$ cat src/slc_pkg.sv
// ----------------------------------------------------------------------------
// slc_pkg
// Shared types, constants and helpers for the set-associative LRU cache model.
// ----------------------------------------------------------------------------
package slc_pkg;

  localparam int unsigned MAX_SET_INDEX_BITS_DEF = 6;
  localparam int unsigned MAX_WAYS_DEF           = 8;

  localparam int unsigned AGE_W     = 32;
  localparam int unsigned TAG_W     = 32;
  localparam int unsigned CNT_W     = 32;
  localparam int unsigned ADDR_W    = 64;
  localparam int unsigned CFG_W     = 6;
  localparam int unsigned CFG_IDX_W = 2;

  localparam logic [CFG_IDX_W-1:0] REG_SET_INDEX_BITS    = 2'd0;
  localparam logic [CFG_IDX_W-1:0] REG_BLOCK_OFFSET_BITS = 2'd1;
  localparam logic [CFG_IDX_W-1:0] REG_WAY_COUNT         = 2'd2;

  localparam logic [1:0] OP_MODIFY = 2'd2;

  localparam logic [CNT_W-1:0] SAT_MAX = '1;

  typedef enum logic [1:0] {
    OUT_HIT   = 2'd0,
    OUT_FILL  = 2'd1,
    OUT_EVICT = 2'd2
  } outcome_e;

  typedef enum logic [2:0] {
    ST_CLEAR,
    ST_IDLE,
    ST_EVAL,
    ST_SEARCH,
    ST_WRITE
  } back_state_e;

  typedef struct packed {
    logic [2:0] set_index_bits;
    logic [5:0] block_offset_bits;
    logic [3:0] way_count;
  } cfg_t;

  function automatic logic [CNT_W-1:0] sat_inc(input logic [CNT_W-1:0] v);
    return (v == SAT_MAX) ? v : v + CNT_W'(1);
  endfunction

endpackage

$ cat src/slc_front.sv
// ----------------------------------------------------------------------------
// slc_front
// Config registers and request intake: splits each address into set and tag.
// ----------------------------------------------------------------------------
module slc_front import slc_pkg::*; #(
  parameter int unsigned MAX_SET_INDEX_BITS = MAX_SET_INDEX_BITS_DEF,
  parameter int unsigned SA_W = (MAX_SET_INDEX_BITS > 0) ? MAX_SET_INDEX_BITS : 1
) (
  input  logic                 clk_i,
  input  logic                 rst_ni,
  input  logic                 cfg_we_i,
  input  logic [CFG_IDX_W-1:0] cfg_idx_i,
  input  logic [CFG_W-1:0]     cfg_wdata_i,
  output cfg_t                 cfg_o,
  input  logic                 in_valid_i,
  output logic                 in_stall_o,
  input  logic [1:0]           opcode_i,
  input  logic [ADDR_W-1:0]    address_i,
  input  logic                 clearing_i,
  input  logic                 q_full_i,
  output logic                 push_o,
  output logic [SA_W-1:0]      push_set_o,
  output logic [TAG_W-1:0]     push_tag_o,
  output logic                 push_mod_o
);

  cfg_t              cfg_q;
  logic [3:0]        sbits;
  logic [6:0]        shift;
  logic [ADDR_W-1:0] tag_shifted;
  logic [ADDR_W-1:0] set_shifted;
  logic [SA_W-1:0]   set_mask;

  always_ff @(posedge clk_i or negedge rst_ni) begin
    if (!rst_ni) begin
      cfg_q.set_index_bits    <= 3'd0;
      cfg_q.block_offset_bits <= 6'd0;
      cfg_q.way_count         <= 4'd1;
    end else if (cfg_we_i) begin
      unique case (cfg_idx_i)
        REG_SET_INDEX_BITS:    cfg_q.set_index_bits    <= cfg_wdata_i[2:0];
        REG_BLOCK_OFFSET_BITS: cfg_q.block_offset_bits <= cfg_wdata_i;
        REG_WAY_COUNT:         cfg_q.way_count         <= cfg_wdata_i[3:0];
        default: ;
      endcase
    end
  end

  assign cfg_o = cfg_q;

  always_comb begin
    if (int'(cfg_q.set_index_bits) > int'(MAX_SET_INDEX_BITS)) begin
      sbits = 4'(MAX_SET_INDEX_BITS);
    end else begin
      sbits = {1'b0, cfg_q.set_index_bits};
    end
    shift       = 7'(cfg_q.block_offset_bits) + 7'(sbits);
    tag_shifted = address_i >> shift[5:0];
    set_shifted = address_i >> cfg_q.block_offset_bits;
    for (int i = 0; i < int'(SA_W); i++) begin
      set_mask[i] = (i < int'(sbits));
    end
  end

  assign push_tag_o = shift[6] ? '0 : tag_shifted[TAG_W-1:0];
  assign push_set_o = set_shifted[SA_W-1:0] & set_mask;
  assign push_mod_o = (opcode_i == OP_MODIFY);
  assign in_stall_o = q_full_i | clearing_i;
  assign push_o     = in_valid_i & ~in_stall_o;

endmodule

$ cat config.mk
export PLATFORM = sky130hd
export DESIGN_NAME = slc_front
export DESIGN_NICKNAME = d
export VERILOG_FILES = /design/src/slc_pkg.sv /design/src/slc_front.sv
export SDC_FILE = /design/constraint.sdc
export NUM_CORES = 1
export LEC_CHECK = 0
export BUFFER_PORTS_ARGS = -buffer_cell sky130_fd_sc_hd__buf_2
export CAP_MARGIN = 25
export CORE_UTILIZATION = 34
export CTS_CLUSTER_DIAMETER = 120
export DETAILED_ROUTE_END_ITERATION = 6
export SYNTH_ARGS = -nofsm -noshare
export SYNTH_HDL_FRONTEND = slang
export SYNTH_SLANG_ARGS = --single-unit
$ cat constraint.sdc
create_clock -name clk_i -period 4.7 [get_ports clk_i]
set_input_delay 0.94 -clock clk_i [delete_from_list [all_inputs] [get_ports clk_i]]
set_output_delay 0.94 -clock clk_i [all_outputs]
set_load 0.01 [all_outputs]
==> out/metrics.cfg, run 1 <==
[layout]
multiInputGateArea_um2=6730
design_area_um2=8830
fillers=2019
largest_reg_flops=13
register_area_um2=332
diodes=0
fin_nets=1029
final_cells=1214
area_growth_pct=22.7
layout-drive-gt1-share=0.382

[sta]
rsz0062_at_grt=yes
worstMarginPinSlew_ns=0.742
tns_ns=0
hold_viol=0
clock_skew_ns=0
slew_headroom=0.505
fmax_ghz=0.215
worst_slack_ns=0.0428
layout_min_cycle_time_ns=4.66
fin_crit_sh=0.991
final-max-slew-violation-count=0
setup_viol=0

[min_path]
holdPathStages=1
min_path_type=flop to flop
hp-start=cfg_o[3]
holdPathEnd=cfg_o[3]

[synth]
synthFlopType=dfrtp_1
synth_top_cell_by_area=mux4_2
syn-num-nets=903
syn_area_per_cell_um2=8.79
ys_seq_elements=13
synth_most_common_cell=mux2i_1
synth.cells.most_frequent=mux2i_1 (166), nand2_1 (90), mux4_2 (85), nand3_1 (56), o21ai_0 (49)
syn_area_um2=7200
synth_warnings=0
synth_async_sr_flop_share=1.00
synth_edf_count=0
synth_cell_type_count=65
netlist_instances=819
synth.top_cells.by_area=mux4_2 (27%), mux2i_1 (23%), nand2_1 (4.7%), dfrtp_1 (4.2%), nand3_1 (3.9%)
ys_seq_area_frac=0.0453
synth.top_cell.area_share=0.266

[power_and_ir_drop]
power.switching_mw=3.38
power.share.switching=0.549
irDropWorstVdd_mv=0.243
power_leakage_nw=3.68
seqPwrFrac=0.025
p_int_mw=2.78
clockPowerShare=0.026
pwr-share-comb=0.949
power_density_nw_per_um2=698

[worst_setup_path]
critPathLaunchType=flop
r2r-start=cfg_o[5]
crit_top_cell=mux2i_1
crit_chain=a21boi_4, ha_2, inv_1, fa_2, xnor2_4, buf_12, buf_6, clkbuf_16, mux2i_4, mux2i_1, buf_4, mux2i_1, nand2_1, o221ai_1, a211oi_1, buf_2
r2r-end=cfg_o[5]
endpoint_kind=output pin
slowest_delay_ns=0.42
cp_slowest_cell=a211oi_1
cp.arrival_ns=3.72
r2r_slack_ns=3.38
crit_type=flop to output pin
reg2reg_depth=2
critPathMaxFanout=10
critical_path_required_ns=3.76

[die]
die_w_um=148
start_util=0.351
boundaryPins=134
fp.coreArea_um2=20500
rows=52
die_height_um=148
die_area_um2=21800

[outcome]
status=complete, no violations

[cts]
cts_buffers=3
root_buffer=clkbuf_16
cts_tree=done
clockBufferDepth=2
insertion_delay_ns=0.24
cts_sinks=13
htree_levels=1
clk_pin_slew_ns=0.04

[run]
maxCapViolCount=0

[drt]
vias=8177
wl_per_cell_um=25.6
drcViolationCount=0
vias_per_cell=6.74
dr.pass1.iters=6
antenna_left=0
drt_iter0_drc=1231
wirelength_um=31100

[place]
dp_hpwl_um=23500
place.gp.congestion=0.939
dpl_worst_slack_ns=0.125
port_buffers=133
postPlaceCellArea_um2=8400
place_inst=1201

[global_routing]
first_global_vias=7453
grt_first_pass_wirelength_um=46000
overflow=0
antenna_found_initial=0
track_usage=0.271
grt_max_degree=86

-- stage by stage --
step	power (mW)	hold slack, ns	utilization
3_3_place_gp	5.49	0.483	0.410
5_1_grt	6.48	0.506	0.431
2_1_floorplan	3.72	0.550	-
6_report	6.16	0.496	0.431
3_5_place_dp	5.48	0.490	0.410
4_1_cts	5.72	0.499	0.416
-- how the worst max path moves through the flow --
stage / slack [ns] / from / endpoint
floorplan: 0.03 / cfg_o[12] / push_tag_o[0]
detailed placement: 0.12 / cfg_o[12] / push_tag_o[2]
global placement: 0.18 / cfg_o[12] / push_tag_o[2]
CTS: 0.03 / cfg_o[12] / push_tag_o[1]
global route: -0.05 / cfg_o[12] / push_tag_o[2]
finish: 0.04 / cfg_o[12] / push_tag_o[8]
-- power by group through the flow --
stage	combinational, mW	sequential [mW]	clock [mW]
3_5_place_dp	5.32	0.158	0
3_3_place_gp	5.34	0.157	0
5_1_grt	6.15	0.159	0.167
4_1_cts	5.40	0.156	0.160
2_1_floorplan	3.56	0.165	0
6_report	5.85	0.156	0.158
-- placed cells by master (no fill, tap or decap), types with 12 or more instances in the layout --
master	instances
a21oi_1	42
buf_2	133
buf_4	57
mux2_2	23
mux2i_1	140
mux2i_2	18
mux4_2	85
nand2_1	89
nand3_1	55
nor2_1	33
o21ai_0	49
o221ai_1	12
-- critical path: cells and delay by family, from the launching register on --
family / cells / cell delay [ns]
buf+inv: 6 / 0.86
fa+ha+maj: 2 / 0.61
mux: 3 / 0.51
compound gates: 3 / 0.80
flops: 1 / 0.40
simple gates: 1 / 0.11
xor+xnor: 1 / 0.17
-- cells by family after synthesis --
family                   share of synthesized area
multiplexers                                 0.551
AND/OR/NAND/NOR                              0.148
buffers and inverters                       0.0546
flip-flops                                  0.0453
adder cells (fa/ha/maj)                    0.00799
AO/OA/AOI/OAI                                0.181
XOR/XNOR                                    0.0129
-- layer usage --
metal,part of all wire,global-route usage
met3,0.11,0.0420
met2,0.48,0.446
met1,0.39,0.372
met5,0,0
met4,0.027,0.0613
-- timing repair --
item,in CTS,in global routing
buffers inserted,1,5
gates resized for setup,1,46
setup endpoints to repair,8,19
hold buffers,0,0
cloned,1,2
pin swaps,1,2
-- final cells by class --
type,instances,share of cell area
timing repair buffer,202,0.150
sequential,13,0.0375
tap,270,0.0382
multi-input combinational,717,0.762
inverter,8,0.00340
clock buffer,4,0.00892
Power figures use the tool's default switching activity.
==> inputs of run 2 (changes only) <==
--- a/config.mk
+++ b/config.mk
@@ -10,6 +10,7 @@
 export CORE_UTILIZATION = 34
 export CTS_CLUSTER_DIAMETER = 120
 export DETAILED_ROUTE_END_ITERATION = 6
+export REMOVE_ABC_BUFFERS = 1
 export SYNTH_ARGS = -nofsm -noshare
 export SYNTH_HDL_FRONTEND = slang
 export SYNTH_SLANG_ARGS = --single-unit
==> constraint.sdc (replaced) <==
create_clock -name clk_i -period 4.32 [get_ports clk_i]
set_input_delay 0.864 -clock clk_i [delete_from_list [all_inputs] [get_ports clk_i]]
set_output_delay 0.864 -clock clk_i [all_outputs]
set_load 0.01 [all_outputs]
==> run 2 against run 1 <==
Effect of this change: the flow now finishes with violations (design-rule violations, negative setup slack); routed wire length is 1.0% higher; critical path depth is 2 lower; core utilization is 4.5 points higher; die area stayed put; sequential share of layout area is 0.36 points lower; clock power is 9% higher; via count is 3.9% higher; non-clock buffer count is 61 higher; highest routed layer unchanged.
==> out/metrics.cfg, run 2 (synthesis gave the netlist of run 1 again) <==
[drt]
wirelength_um=31400  ; +1.0%
drcViolationCount=2  ; +2
vias=8498  ; +3.9%
vias_per_cell=6.66  ; -1.1%
wl_per_cell_um=24.6  ; -3.9%
antenna_left=0  ; unchanged
drt_iter0_drc=920  ; -25%
dr.pass1.iters=7  ; +1

[place]
port_buffers=133  ; unchanged
place_inst=1251  ; +4.2%
place.gp.congestion=0.948  ; +0.90%
dp_hpwl_um=23700  ; +1.1%

[global_routing]
overflow=0  ; unchanged
use_met2=0.433  ; -0.0127
met1_usage=0.386  ; +0.0138
grt_busiest_layer=met2
antenna_found_initial=0  ; unchanged
first_global_vias=7653  ; +2.7%
met3_usage=0.0435  ; +0.00154
grt_first_pass_wirelength_um=46500  ; +1.1%
grt_max_degree=68  ; -21%
track_usage=0.273  ; +0.00215

[cts]
cts_sinks=13  ; unchanged
root_buffer=clkbuf_16
cts_tree=done
insertion_delay_ns=0.24  ; about the same
clockBufferDepth=2  ; unchanged
htree_levels=1  ; unchanged
clk_pin_slew_ns=0.04  ; about the same
cts_buffers=3  ; unchanged

[layout]
layout-drive-gt1-share=0.473  ; +0.0907
final_cell_mix=buf_2 (132), mux2i_1 (115), buf_4 (109)
area_growth_pct=35.5
mostFrequentLayoutCell=buf_2
final_cells=1276  ; +5.1%
fin_util=0.476  ; +0.0453
diodes=0  ; unchanged
largest_reg_flops=13  ; unchanged
fin_nets=1091  ; +6.0%
fillers=1941  ; -3.9%

[worst_setup_path]
path_buf_inv=4  ; -2
slowest_delay_ns=0.53  ; +0.11 ns
crit_chain=a21boi_4, ha_4, inv_2, fa_2, xnor2_4, buf_12, clkbuf_16, mux2i_1, mux2i_1, mux4_2, a21oi_2, nor2_1, a22o_1, buf_2
cp.arrival_ns=3.62  ; -0.10 ns
critical_path_required_ns=3.46  ; -0.30 ns
crit_type=flop to output pin
cp_slowest_cell=mux4_2
critPathMaxFanout=8  ; -2
endpoint_kind=output pin
crit_top_cell=mux2i_1
critPathLaunchType=flop
critPathTopFamily=multiplexers

[sta]
rsz0062_at_grt=yes
clock_skew_ns=0  ; unchanged
fmax_ghz=0.223
slew_headroom=0.501  ; -0.00468
tns_ns=-1.22  ; -1.22 ns
hold_viol=0  ; unchanged
setup_viol=16  ; +16
layout_min_cycle_time_ns=4.48
worstMarginPinSlew_ns=0.749  ; +0.00702 ns
fin_crit_sh=1.04
worst_slack_ns=-0.161  ; -0.204 ns
final-max-slew-violation-count=0  ; unchanged

[die]
rows=52  ; unchanged
boundaryPins=134  ; unchanged
die_w_um=148  ; unchanged
fp.coreArea_um2=20500  ; unchanged
die_area_um2=21800  ; unchanged
die_height_um=148  ; unchanged
start_util=0.351  ; unchanged

[outcome]
status=finished with violations
failed_checks=design-rule violations, negative setup slack

[run]
maxCapViolCount=0  ; unchanged

[power_and_ir_drop]
power_leakage_nw=4.02  ; +9.4%
fin_total_pwr_mw=7.67  ; +24%
irDropWorstVdd_mv=0.305  ; +25%
power_density_nw_per_um2=785  ; +13%

[min_path]
min_path_type=primary input to asynchronous set/reset pin

## run 2: cell type report
class / count / area [um^2] / area share
Clock buffer: 4 / 78.8 / 0.00807
Inverter: 8 / 30.0 / 0.00308
Multi-Input combinational cell: 718 / 7110 / 0.729
Sequential cell: 13 / 332 / 0.0340
Tap cell: 270 / 338 / 0.0346
Timing Repair Buffer: 263 / 1870 / 0.191
## run 2: through the flow
stage | hold WS [ns] | cell area (um^2) | setup slack, ns
finish | 0.495 | 9760 | -0.161
global route | 0.523 | 9760 | -0.311
CTS | 0.499 | 9190 | -0.0858
detailed placement | 0.489 | 8830 | -0.110
global placement | 0.483 | 8830 | -0.0931
floorplan | 0.550 | 6840 | -4.69
## run 2: final timing paths
check | startpoint | to | depth (start not counted) | slack [ns]
setup / recovery | cfg_o[11] | push_tag_o[0] | 14 | -0.16
hold / removal | rst_ni | cfg_o[2] | 1 | 0.50
setup reg to reg | cfg_o[5] | cfg_o[5] | 2 | 3.00
hold reg to reg | cfg_o[1] | cfg_o[1] | 1 | 0.50
max in group asynchronous | rst_ni | cfg_o[0] | 1 | 3.54
min in group clk_i | cfg_o[1] | cfg_o[1] | 1 | 0.50
## run 2: per-layer routing
layer	part of all wire	vias to the layer above
li1	-	3663
met1	0.40	4135
met2	0.47	637
met3	0.11	63
met4	0.025	0
met5	0	-
## run 2: where the power goes
group	internal [mW]	total (mW)	switching, mW
clock network	0.124	0.173	0.0491
registers	0.148	0.182	0.0339
logic	3.43	7.31	3.88
total	3.70	7.67	3.97
## run 2: repair_timing
| action | 4_1_cts | 5_1_grt |
|---|---|---|
| cloned | 2 | 2 |
| buffers inserted | 11 | 7 |
| pin swaps | 5 | 14 |
| setup endpoints to repair | 32 | 34 |
| resized for setup | 36 | 100 |
| hold buffers | 0 | 0 |
