===== config.mk =====
export PLATFORM = sky130hd
export DESIGN_NAME = slc_queue
export DESIGN_NICKNAME = d
export VERILOG_FILES = /design/src/slc_pkg.sv /design/src/slc_queue.sv
export SDC_FILE = /design/constraint.sdc
export NUM_CORES = 1
export LEC_CHECK = 0
export ABC_AREA = 0
export BUFFER_PORTS_ARGS = -buffer_cell sky130_fd_sc_hd__buf_4
export CAP_MARGIN = 20
export CORE_AREA = 8 8 45 47
export DETAILED_ROUTE_END_ITERATION = 8
export DIE_AREA = 0 0 53 55
export GPL_TIMING_DRIVEN = 0
export SLEW_MARGIN = 20
export SYNTH_ARGS = -nofsm -noshare
export SYNTH_HDL_FRONTEND = slang
export SYNTH_SLANG_ARGS = --single-unit

===== constraint.sdc =====
create_clock -name clk_i -period 1.1 [get_ports clk_i]
set_input_delay 0.165 -clock clk_i [delete_from_list [all_inputs] [get_ports clk_i]]
set_output_delay 0.165 -clock clk_i [all_outputs]
set_load 0.01 [all_outputs]

===== src/slc_pkg.sv =====
// ----------------------------------------------------------------------------
// slc_pkg
// Shared types, constants and helpers for the set-associative LRU cache model.
// ----------------------------------------------------------------------------
package slc_pkg;

  localparam int unsigned MAX_SET_INDEX_BITS_DEF = 6;
  localparam int unsigned MAX_WAYS_DEF           = 8;

  localparam int unsigned AGE_W     = 32;
  localparam int unsigned TAG_W     = 32;
  localparam int unsigned CNT_W     = 32;
  localparam int unsigned ADDR_W    = 64;
  localparam int unsigned CFG_W     = 6;
  localparam int unsigned CFG_IDX_W = 2;

  localparam logic [CFG_IDX_W-1:0] REG_SET_INDEX_BITS    = 2'd0;
  localparam logic [CFG_IDX_W-1:0] REG_BLOCK_OFFSET_BITS = 2'd1;
  localparam logic [CFG_IDX_W-1:0] REG_WAY_COUNT         = 2'd2;

  localparam logic [1:0] OP_MODIFY = 2'd2;

  localparam logic [CNT_W-1:0] SAT_MAX = '1;

  typedef enum logic [1:0] {
    OUT_HIT   = 2'd0,
    OUT_FILL  = 2'd1,
    OUT_EVICT = 2'd2
  } outcome_e;

  typedef enum logic [2:0] {
    ST_CLEAR,
    ST_IDLE,
    ST_EVAL,
    ST_SEARCH,
    ST_WRITE
  } back_state_e;

  typedef struct packed {
    logic [2:0] set_index_bits;
    logic [5:0] block_offset_bits;
    logic [3:0] way_count;
  } cfg_t;

  function automatic logic [CNT_W-1:0] sat_inc(input logic [CNT_W-1:0] v);
    return (v == SAT_MAX) ? v : v + CNT_W'(1);
  endfunction

endpackage


===== src/slc_queue.sv =====
// ----------------------------------------------------------------------------
// slc_queue
// Two-entry request queue between intake and the cache engine.
// ----------------------------------------------------------------------------
module slc_queue import slc_pkg::*; #(
  parameter int unsigned W = 1
) (
  input  logic         clk_i,
  input  logic         rst_ni,
  input  logic         push_i,
  input  logic [W-1:0] wdata_i,
  output logic         full_o,
  input  logic         pop_i,
  output logic         empty_o,
  output logic [W-1:0] rdata_o
);

  logic [W-1:0] slot_q [2];
  logic         wr_ptr_q, wr_ptr_d;
  logic         rd_ptr_q, rd_ptr_d;
  logic [1:0]   cnt_q, cnt_d;

  assign full_o  = (cnt_q == 2'd2);
  assign empty_o = (cnt_q == 2'd0);
  assign rdata_o = slot_q[rd_ptr_q];

  always_comb begin
    wr_ptr_d = push_i ? ~wr_ptr_q : wr_ptr_q;
    rd_ptr_d = pop_i ? ~rd_ptr_q : rd_ptr_q;
    cnt_d    = cnt_q + 2'(push_i) - 2'(pop_i);
  end

  always_ff @(posedge clk_i or negedge rst_ni) begin
    if (!rst_ni) begin
      wr_ptr_q <= 1'b0;
      rd_ptr_q <= 1'b0;
      cnt_q    <= 2'd0;
    end else begin
      wr_ptr_q <= wr_ptr_d;
      rd_ptr_q <= rd_ptr_d;
      cnt_q    <= cnt_d;
    end
  end

  always_ff @(posedge clk_i) begin
    if (push_i) begin
      slot_q[wr_ptr_q] <= wdata_i;
    end
  end

endmodule


==> results of run 1 <==
final timing paths:
check | from | to | slack (ps) | cells after the start
max | rd_ptr_q | rdata_o | -120 | 2
min | wdata_i | slot_q[0] | 100 | 1
max reg2reg | cnt_q[0] | cnt_q[1] | -70 | 5
min reg2reg | wr_ptr_q | wr_ptr_q | 490 | 1
max in group asynchronous | rst_ni | rd_ptr_q | 750 | 2
min in group asynchronous | rst_ni | wr_ptr_q | 250 | 2
per-layer routing:
metal / part of all wire [%] / wire length (um) / GRT usage (%) / up-vias
li1: - / - / - / 86
met1: 39 / 176 / 3.86 / 75
met2: 39 / 176 / 4.69 / 10
met3: 22 / 97 / 6.15 / 0
met4: 0 / 0 / 1.29 / 0
met5: 0 / 0 / 0 / -
sequential cells by signal, indices dropped and copies added (netlist names):
name	flops
wr_ptr_q	1
cnt_q	2
slot_q	2
rd_ptr_q	1
cell usage in the layout, fill, tap and decap left out, drive strengths merged, types with 2 or more instances in the layout:
| cell | netlist | final |
|---|---|---|
| ha | 2 | 2 |
| nor2b | 2 | 2 |
| edfxtp | 2 | 2 |
| xor2 | 2 | 2 |
| inv | 2 | 2 |
| clkbuf | 0 | 4 |
| buf | 0 | 9 |
| dfrtp | 4 | 4 |
through the flow:
stage	TNS (ps)	cell area, um2	cells	power (W)	util (%)
5_1_grt	-593	410	48	0.00117	29.7
3_3_place_gp	-66.0	340	41	0.000718	24.6
2_1_floorplan	-43.8	268	18	0.000601	-
4_1_cts	-283	399	48	0.00105	28.8
3_5_place_dp	-103	340	41	0.000739	24.6
6_report	-237	410	48	0.00107	29.7
what timing repair did:
action                                  in CTS  in global routing
pin swaps                                    0                  1
resized for setup                            2                  3
hold buffers                                 1                  0
endpoints found under the setup margin       2                  5
setup buffers                                2                  0
hold endpoints to repair                     4                  0
kinds of logic after synthesis:
logic type / count (synthesis) / share of synthesized area, %
DFF: 6 / 59.8
buffers and inverters: 2 / 2.80
adders and majority gates: 2 / 9.34
xor gates and xnor gates: 3 / 15.4
muxes: 1 / 4.21
and+or+nand+nor: 4 / 8.41
cell type report:
cell class / count / area share, %
Timing Repair Buffer: 10 / 20.7
Tap cell: 16 / 4.88
Inverter: 2 / 1.83
Multi-Input combinational cell: 10 / 27.1
Sequential cell: 6 / 39.0
Clock buffer: 4 / 6.40
Yosys cell counts:
cell,number,area (um2)
and2_1,1,6.26
dfrtp_1,4,100
edfxtp_1,2,60.1
ha_1,2,25.0
inv_1,2,7.51
mux2_2,1,11.3
nor2_1,1,3.75
nor2b_1,2,12.5
xor2_1,2,17.5
xor3_1,1,23.8
power groups by stage:
| stage | Sequential, W | Combinational (W) | Clock [W] |
|---|---|---|---|
| floorplan | 0.000382 | 0.000219 | 0 |
| detailed placement | 0.000399 | 0.000340 | 0 |
| global route | 0.000416 | 0.000506 | 0.000249 |
| CTS | 0.000389 | 0.000426 | 0.000234 |
| global placement | 0.000390 | 0.000328 | 0 |
| finish | 0.000400 | 0.000453 | 0.000220 |
==> reports/qor.yml, run 1 <==
die:
  rows: 14
  dieArea_um2: 2920
  num_io_pins: 8
  die_x_um: 53
  fp.dieH_um: 55
  coreArea_um2: 1380
  start_util_pct: 19.3
placed_design:
  hpwl_um: 357
  pre_cts_slack_ps: -103
  routabilityCongestion: 0.682
  portBuffers: 7
clocking:
  clock-sinks: 6
  htreeDepth: 1
  cts_buffer_depth: 2
  cts_root_buf: "clkbuf_4"
  cts_buffers: 3
  worst_skew_pair.late_latency_ps: 250
  cts_tree: "built"
  clk_pin_slew_ps: 50
grt:
  track_usage_pct: 4.12
  grt_overflow: 0
  grt_max_degree: 5
  antenna_found_initial: 0
  grt_pass1_wl_um: 800
  grt_pass1_vias: 203
drt:
  viasPerCell: 3.56
  antenna_left: 0
  drtPass1Iterations: 3
  drc_errors: 0
  num_vias: 171
  wl_per_cell_um: 9.38
  wirelength_um: 450
  drt_iter0_markers: 3
timing:
  setup_viol_count_final: 3
  timing.final.ws_setup_ps: -121
  tightest_slew_ps: 182
  finalHoldWorstSlack_ps: 104
  period_needed_ps: 1220
  slew_violations: 0
  final_hold_viol_count: 0
  min_period_over_period_pct: 111
  fmax_ghz: 0.819
  slew_headroom_pct: 87.8
  rsz0062_at_grt: "true"
  clock_skew_ps: 0.0466
finish:
  fin_nets: 40
  final_layout_size_suffix_gt1_share_pct: 43.8
  multi_input_area_um2: 111
  area_growth_pct: 53.3
  n_fill_cell: 145
  seq_area_um2: 160
  antennaDiodeCount: 0
worst_setup_path:
  slowest_delay_ps: 390
  path_cells: "mux2_4 > buf_6"
  arrival_ps: 1060
  path_buf_inv: 1
  worst_setup_path_end_kind: "primary output"
  cp_max_fo: 2
  cp_slowest_cell: "dfrtp_1"
  cpLargestDelayFamily: "flip-flops"
  critPathRequiredTime_ps: 940
  startpoint_type: "flip-flop"
  worstSetupPathType: "flip-flop to primary output"
yosys:
  yosysWarnings: 0
  syn_area_um2: 268
  yosysUniqueCellTypes: 10
  synthesis.nets: 25
  avgSynthCellArea_um2: 14.9
  synthesis.instances: 18
  ys_seq_elements: 6
  ys_seq_area_share_pct: 59.8
status:
  status: "complete, but fails checks"
  violations: "negative setup slack"
run:
  drv_cap: 0
power:
  p_sw_share_pct: 28.7
  clockPowerShare_pct: 20.5
  leakage_nw: 0.199
  switching_power_w: 0.000309
  pwr-share-comb_pct: 42.2
  ir_drop_uv: 946
  cellPowerDensity_nw_per_um2: 2610
  internal-power_w: 0.000765
  seq_power_share_pct: 37.3
hold_path:
  hold_path_class: "input port to flip-flop"
Power figures use the tool's default switching activity.
==> run 2, diff against run 1 <==
- SETUP_SLACK_MARGIN: default -> 0.3
==> run 2 against run 1 <==
Against the previous run:
- critical endpoint unchanged
- power rose by 9.0%
- die area did not move
- sequential power barely moved
- non-clock buffer count rose by 2
- the run still ends with negative setup slack left
- register-to-register slack got worse by 30 ps
- largest power group unchanged
==> reports/qor.yml, run 2 (synthesis results as in run 1) <==
finish:
  design_area_um2: 435
  antennaDiodeCount: 0
  area_growth_pct: 62.6
  reg_top3: "cnt_q (2), slot_q (2)"
  fin_nets: 42
  multi_input_area_um2: 114
  n_fill_cell: 150
  seq_area_um2: 160
  layout_commonest_cell: "buf_4"
  final_layout_size_suffix_gt1_share_pct: 51.5
  layout_common_cells: "buf_4 (6), buf_6 (5), dfrtp_1 (4)"
status:
  status: "complete, but fails checks"
  violations: "negative setup slack"
worst_setup_path:
  slowest_delay_ps: 380
  rr_startpoint: "cnt_q[0]"
  critPathLaunch: "rd_ptr_q"
  worst_setup_path_end_kind: "primary output"
  worstSetupPathType: "flip-flop to primary output"
  arrival_ps: 1050
  path_cells: "mux2_4 > buf_6"
  cp_slowest_cell: "dfrtp_1"
  critPathRequiredTime_ps: 940
  cp_max_fo: 2
  startpoint_type: "flip-flop"
power:
  ir_drop_uv: 734
  leakage_nw: 0.213
  cellPowerDensity_nw_per_um2: 2690
drt:
  antenna_left: 0
  wirelength_um: 528
  viasPerCell: 3.73
  wl_per_cell_um: 10.8
  num_vias: 183
  drc_errors: 0
  drt_iter0_markers: 3
  drtPass1Iterations: 2
die:
  rows: 14
  num_io_pins: 8
  die_x_um: 53
  coreArea_um2: 1380
  dieArea_um2: 2920
  start_util_pct: 19.3
  fp.dieH_um: 55
timing:
  final_hold_viol_count: 0
  period_needed_ps: 1220
  rsz0062_at_grt: "true"
  clock_skew_ps: 3.14
  slew_headroom_pct: 88.7
  min_period_over_period_pct: 111
  tightest_slew_ps: 169
  timing.final.ws_setup_ps: -116
  slew_violations: 0
  fin_setup_tns_ps: -257
  fmax_ghz: 0.823
  setup_viol_count_final: 3
placed_design:
  routabilityCongestion: 0.717
  dpl_cell_area_um2: 344
  pre_cts_slack_ps: -107
  portBuffers: 7
clocking:
  cts_tree: "built"
  htreeDepth: 1
  worst_skew_pair.late_latency_ps: 240
  cts_root_buf: "clkbuf_4"
  cts_buffer_depth: 2
  cts_buffers: 3
  clk_pin_slew_ps: 50
  clock-sinks: 6
run:
  drv_cap: 0
hold_path:
  hold_start: "wdata_i"
  hold_path_class: "input port to flip-flop"
grt:
  grt_pass1_wl_um: 924
  grt_max_degree: 5
  track_usage_pct: 4.83
  antenna_found_initial: 0
  grt_overflow: 0
  grt_pass1_vias: 236
[run 2: final cells by class]
| class | instances | share of cell area (%) |
|---|---|---|
| Sequential cell | 6 | 36.8 |
| Multi-Input combinational cell | 10 | 26.1 |
| Timing Repair Buffer | 12 | 25.6 |
| Clock buffer | 3 | 5.17 |
| Tap cell | 16 | 4.60 |
| Inverter | 2 | 1.72 |
[run 2: where the power goes]
group / switching (W) / internal, W / total, W / leakage [nW]
combinational: 0.000181 / 0.000385 / 0.000566 / 0.133
sequential: 0.0000727 / 0.000328 / 0.000401 / 0.0654
clock: 0.0000800 / 0.000123 / 0.000204 / 0.0138
total: 0.000333 / 0.000836 / 0.00117 / 0.213
[run 2: path summary, 6_finish.rpt]
check,to,slack [ps],cells after the start
setup / recovery,rdata_o,-120,2
hold / removal,slot_q[0],110,1
setup reg to reg,cnt_q[1],-100,5
hold reg to reg,wr_ptr_q,580,2
max in group asynchronous,cnt_q[1],730,2
min in group asynchronous,rd_ptr_q,260,2
[run 2: stage by stage]
stage	power, W	instances	util, %	hold WS (ps)
global placement	0.000733	41	24.9	-36.8
global route	0.00125	49	31.5	94.9
floorplan	0.000614	18	-	-131
CTS	0.00112	48	30.2	103
detailed placement	0.000754	41	24.9	-31.7
finish	0.00117	49	31.5	108
[run 2: worst max-delay path: cells and delay by family (launching register included)]
kind / cells / cell delay [ps]
buffers and inverters: 1 / 120
muxes: 1 / 300
DFF: 1 / 380
[run 2: repair_timing]
item	in CTS	in global routing
hold buffers	1	0
setup buffers	3	1
pin swaps	0	1
setup endpoints to repair	6	8
endpoints found under the hold margin	4	0
resized for setup	5	3
[run 2: metal layers]
metal  routed length, um  vias up  GRT usage (%)  part of all wire (%)
li1                    -       89              -                     -
met1                 180       89           3.70                    34
met2                 305        5           8.40                    58
met3                  41        0           3.21                   7.8
met4                   0        0           3.88                     0
met5                   0        -              0                     0
==> run 3, diff against run 2 <==
- PLACE_DENSITY_LB_ADDON: default -> 0.12
- RECOVER_POWER: default -> 100
==> run 3 against run 2 <==
Against the previous run:
- the flow still finishes with violations (negative setup slack)
- power rose by 0.60%
- hold slack got worse by 7.9 ps
- via count did not move
- highest routed layer unchanged
==> reports/qor.yml, run 3 (synthesis results as in run 1) <==
worst_setup_path:
  arrival_ps: 1060
  worstSetupPathType: "flip-flop to primary output"
  cp_slowest_cell: "dfrtp_1"
  slowest_delay_ps: 380
  critPathRequiredTime_ps: 940
  cp_max_fo: 2
  path_cells: "mux2_4 > buf_6"
  worst_setup_path_end_kind: "primary output"
  startpoint_type: "flip-flop"
drt:
  antenna_left: 0
  wl_per_cell_um: 10.2
  drc_errors: 0
  viasPerCell: 3.73
  drtPass1Iterations: 2
  drt_iter0_markers: 5
  wirelength_um: 501
  num_vias: 183
timing:
  min_period_over_period_pct: 111
  slew_headroom_pct: 84.4
  tightest_slew_ps: 233
  rsz0062_at_grt: "true"
  slew_violations: 0
  fmax_ghz: 0.820
  final_hold_viol_count: 0
  setup_viol_count_final: 3
  period_needed_ps: 1220
  clock_skew_ps: 10.6
  timing.final.ws_setup_ps: -120
grt:
  grt_pass1_vias: 213
  gr-max-usage-layer: "met2"
  track_usage_pct: 4.67
  groute.layer.met3.usage_pct: 5.08
  antenna_found_initial: 0
  grt_pass1_wl_um: 876
  grt_max_degree: 5
  use_met2_pct: 7.62
  grtUsageMet1_pct: 3.24
  grt_overflow: 0
placed_design:
  portBuffers: 7
  routabilityCongestion: 0.615
  place_inst: 41
clocking:
  clk_pin_slew_ps: 50
  worst_skew_pair.late_latency_ps: 250
  cts_buffers: 3
  cts_tree: "built"
  cts_buffer_depth: 2
  cts_root_buf: "clkbuf_4"
  clock-sinks: 6
  htreeDepth: 1
run:
  drv_cap: 0
finish:
  fin_nets: 41
  instances_no_fill: 49
  layout_common_cells: "dfrtp_1 (4), buf_6 (4), clkbuf_4 (3), clkbuf_1 (3)"
  final_layout_size_suffix_gt1_share_pct: 39.4
  utilization_pct: 31.3
  reg_top3: "cnt_q (2), slot_q (2)"
  antennaDiodeCount: 0
  area_growth_pct: 61.7
power:
  cellPowerDensity_nw_per_um2: 2720
  ir_drop_uv: 846
  leakage_nw: 0.203
status:
  status: "complete, but fails checks"
  violations: "negative setup slack"
die:
  rows: 14
  num_io_pins: 8
  die_x_um: 53
  fp.dieH_um: 55
  coreArea_um2: 1380
  dieArea_um2: 2920
  start_util_pct: 19.3
hold_path:
  hold_path_class: "input port to flip-flop"
==> run 3: power by group <==
part | total [W] | internal (W) | switching [W]
registers | 0.000401 | 0.000328 | 0.0000728
clock network | 0.000220 | 0.000138 | 0.0000824
logic | 0.000556 | 0.000373 | 0.000183
==> run 3: worst paths after layout <==
kind | from | end | slack, ps | cells past startpoint
max reg2reg | cnt_q[0] | cnt_q[1] | -110 | 5
min reg2reg | wr_ptr_q | slot_q[0] | 570 | 1
min in group asynchronous | rst_ni | rd_ptr_q | 280 | 2
max in group asynchronous | rst_ni | wr_ptr_q | 620 | 2
max | rd_ptr_q | rdata_o | -120 | 2
min | pop_i | rd_ptr_q | 100 | 2
==> run 3: worst max-delay path, delay by kind of cell (launching register included) <==
kind / cells / cell delay (ps)
DFF: 1 / 380
muxes: 1 / 300
buffers and inverters: 1 / 120
==> run 3: area by class of cell <==
class                      instances  area, um2
multi-input combinational         10        121
inverter                           2       7.51
sequential                         6        160
timing repair buffer              11       97.6
tap                               16       20.0
clock buffer                       4       26.3
fill                             153        951
==> run 3: metal layers <==
layer  wire (um)  vias up
met5           0        -
met4           0        0
met3          58        0
met2         283        7
met1         159       88
li1            -       88
==> run 3: repair_timing <==
item	4_1_cts	5_1_grt
endpoints found under the setup margin	6	9
endpoints found under the hold margin	4	0
gates resized for setup	3	8
cloned	0	0
setup buffers	3	0
hold buffers	1	0
==> run 3: per-stage QoR <==
| stage | setup WS, ps | hold slack (ps) | instance area [um2] | setup TNS (ps) | total power, W |
|---|---|---|---|---|---|
| global route | -191 | 94.5 | 433 | -465 | 0.00128 |
| finish | -120 | 99.8 | 433 | -248 | 0.00118 |
| CTS | -138 | 90.5 | 413 | -340 | 0.00111 |
| floorplan | -43.8 | -131 | 272 | -43.8 | 0.000614 |
| global placement | -83.5 | -35.8 | 344 | -83.5 | 0.000737 |
| detailed placement | -122 | -33.8 | 344 | -122 | 0.000755 |
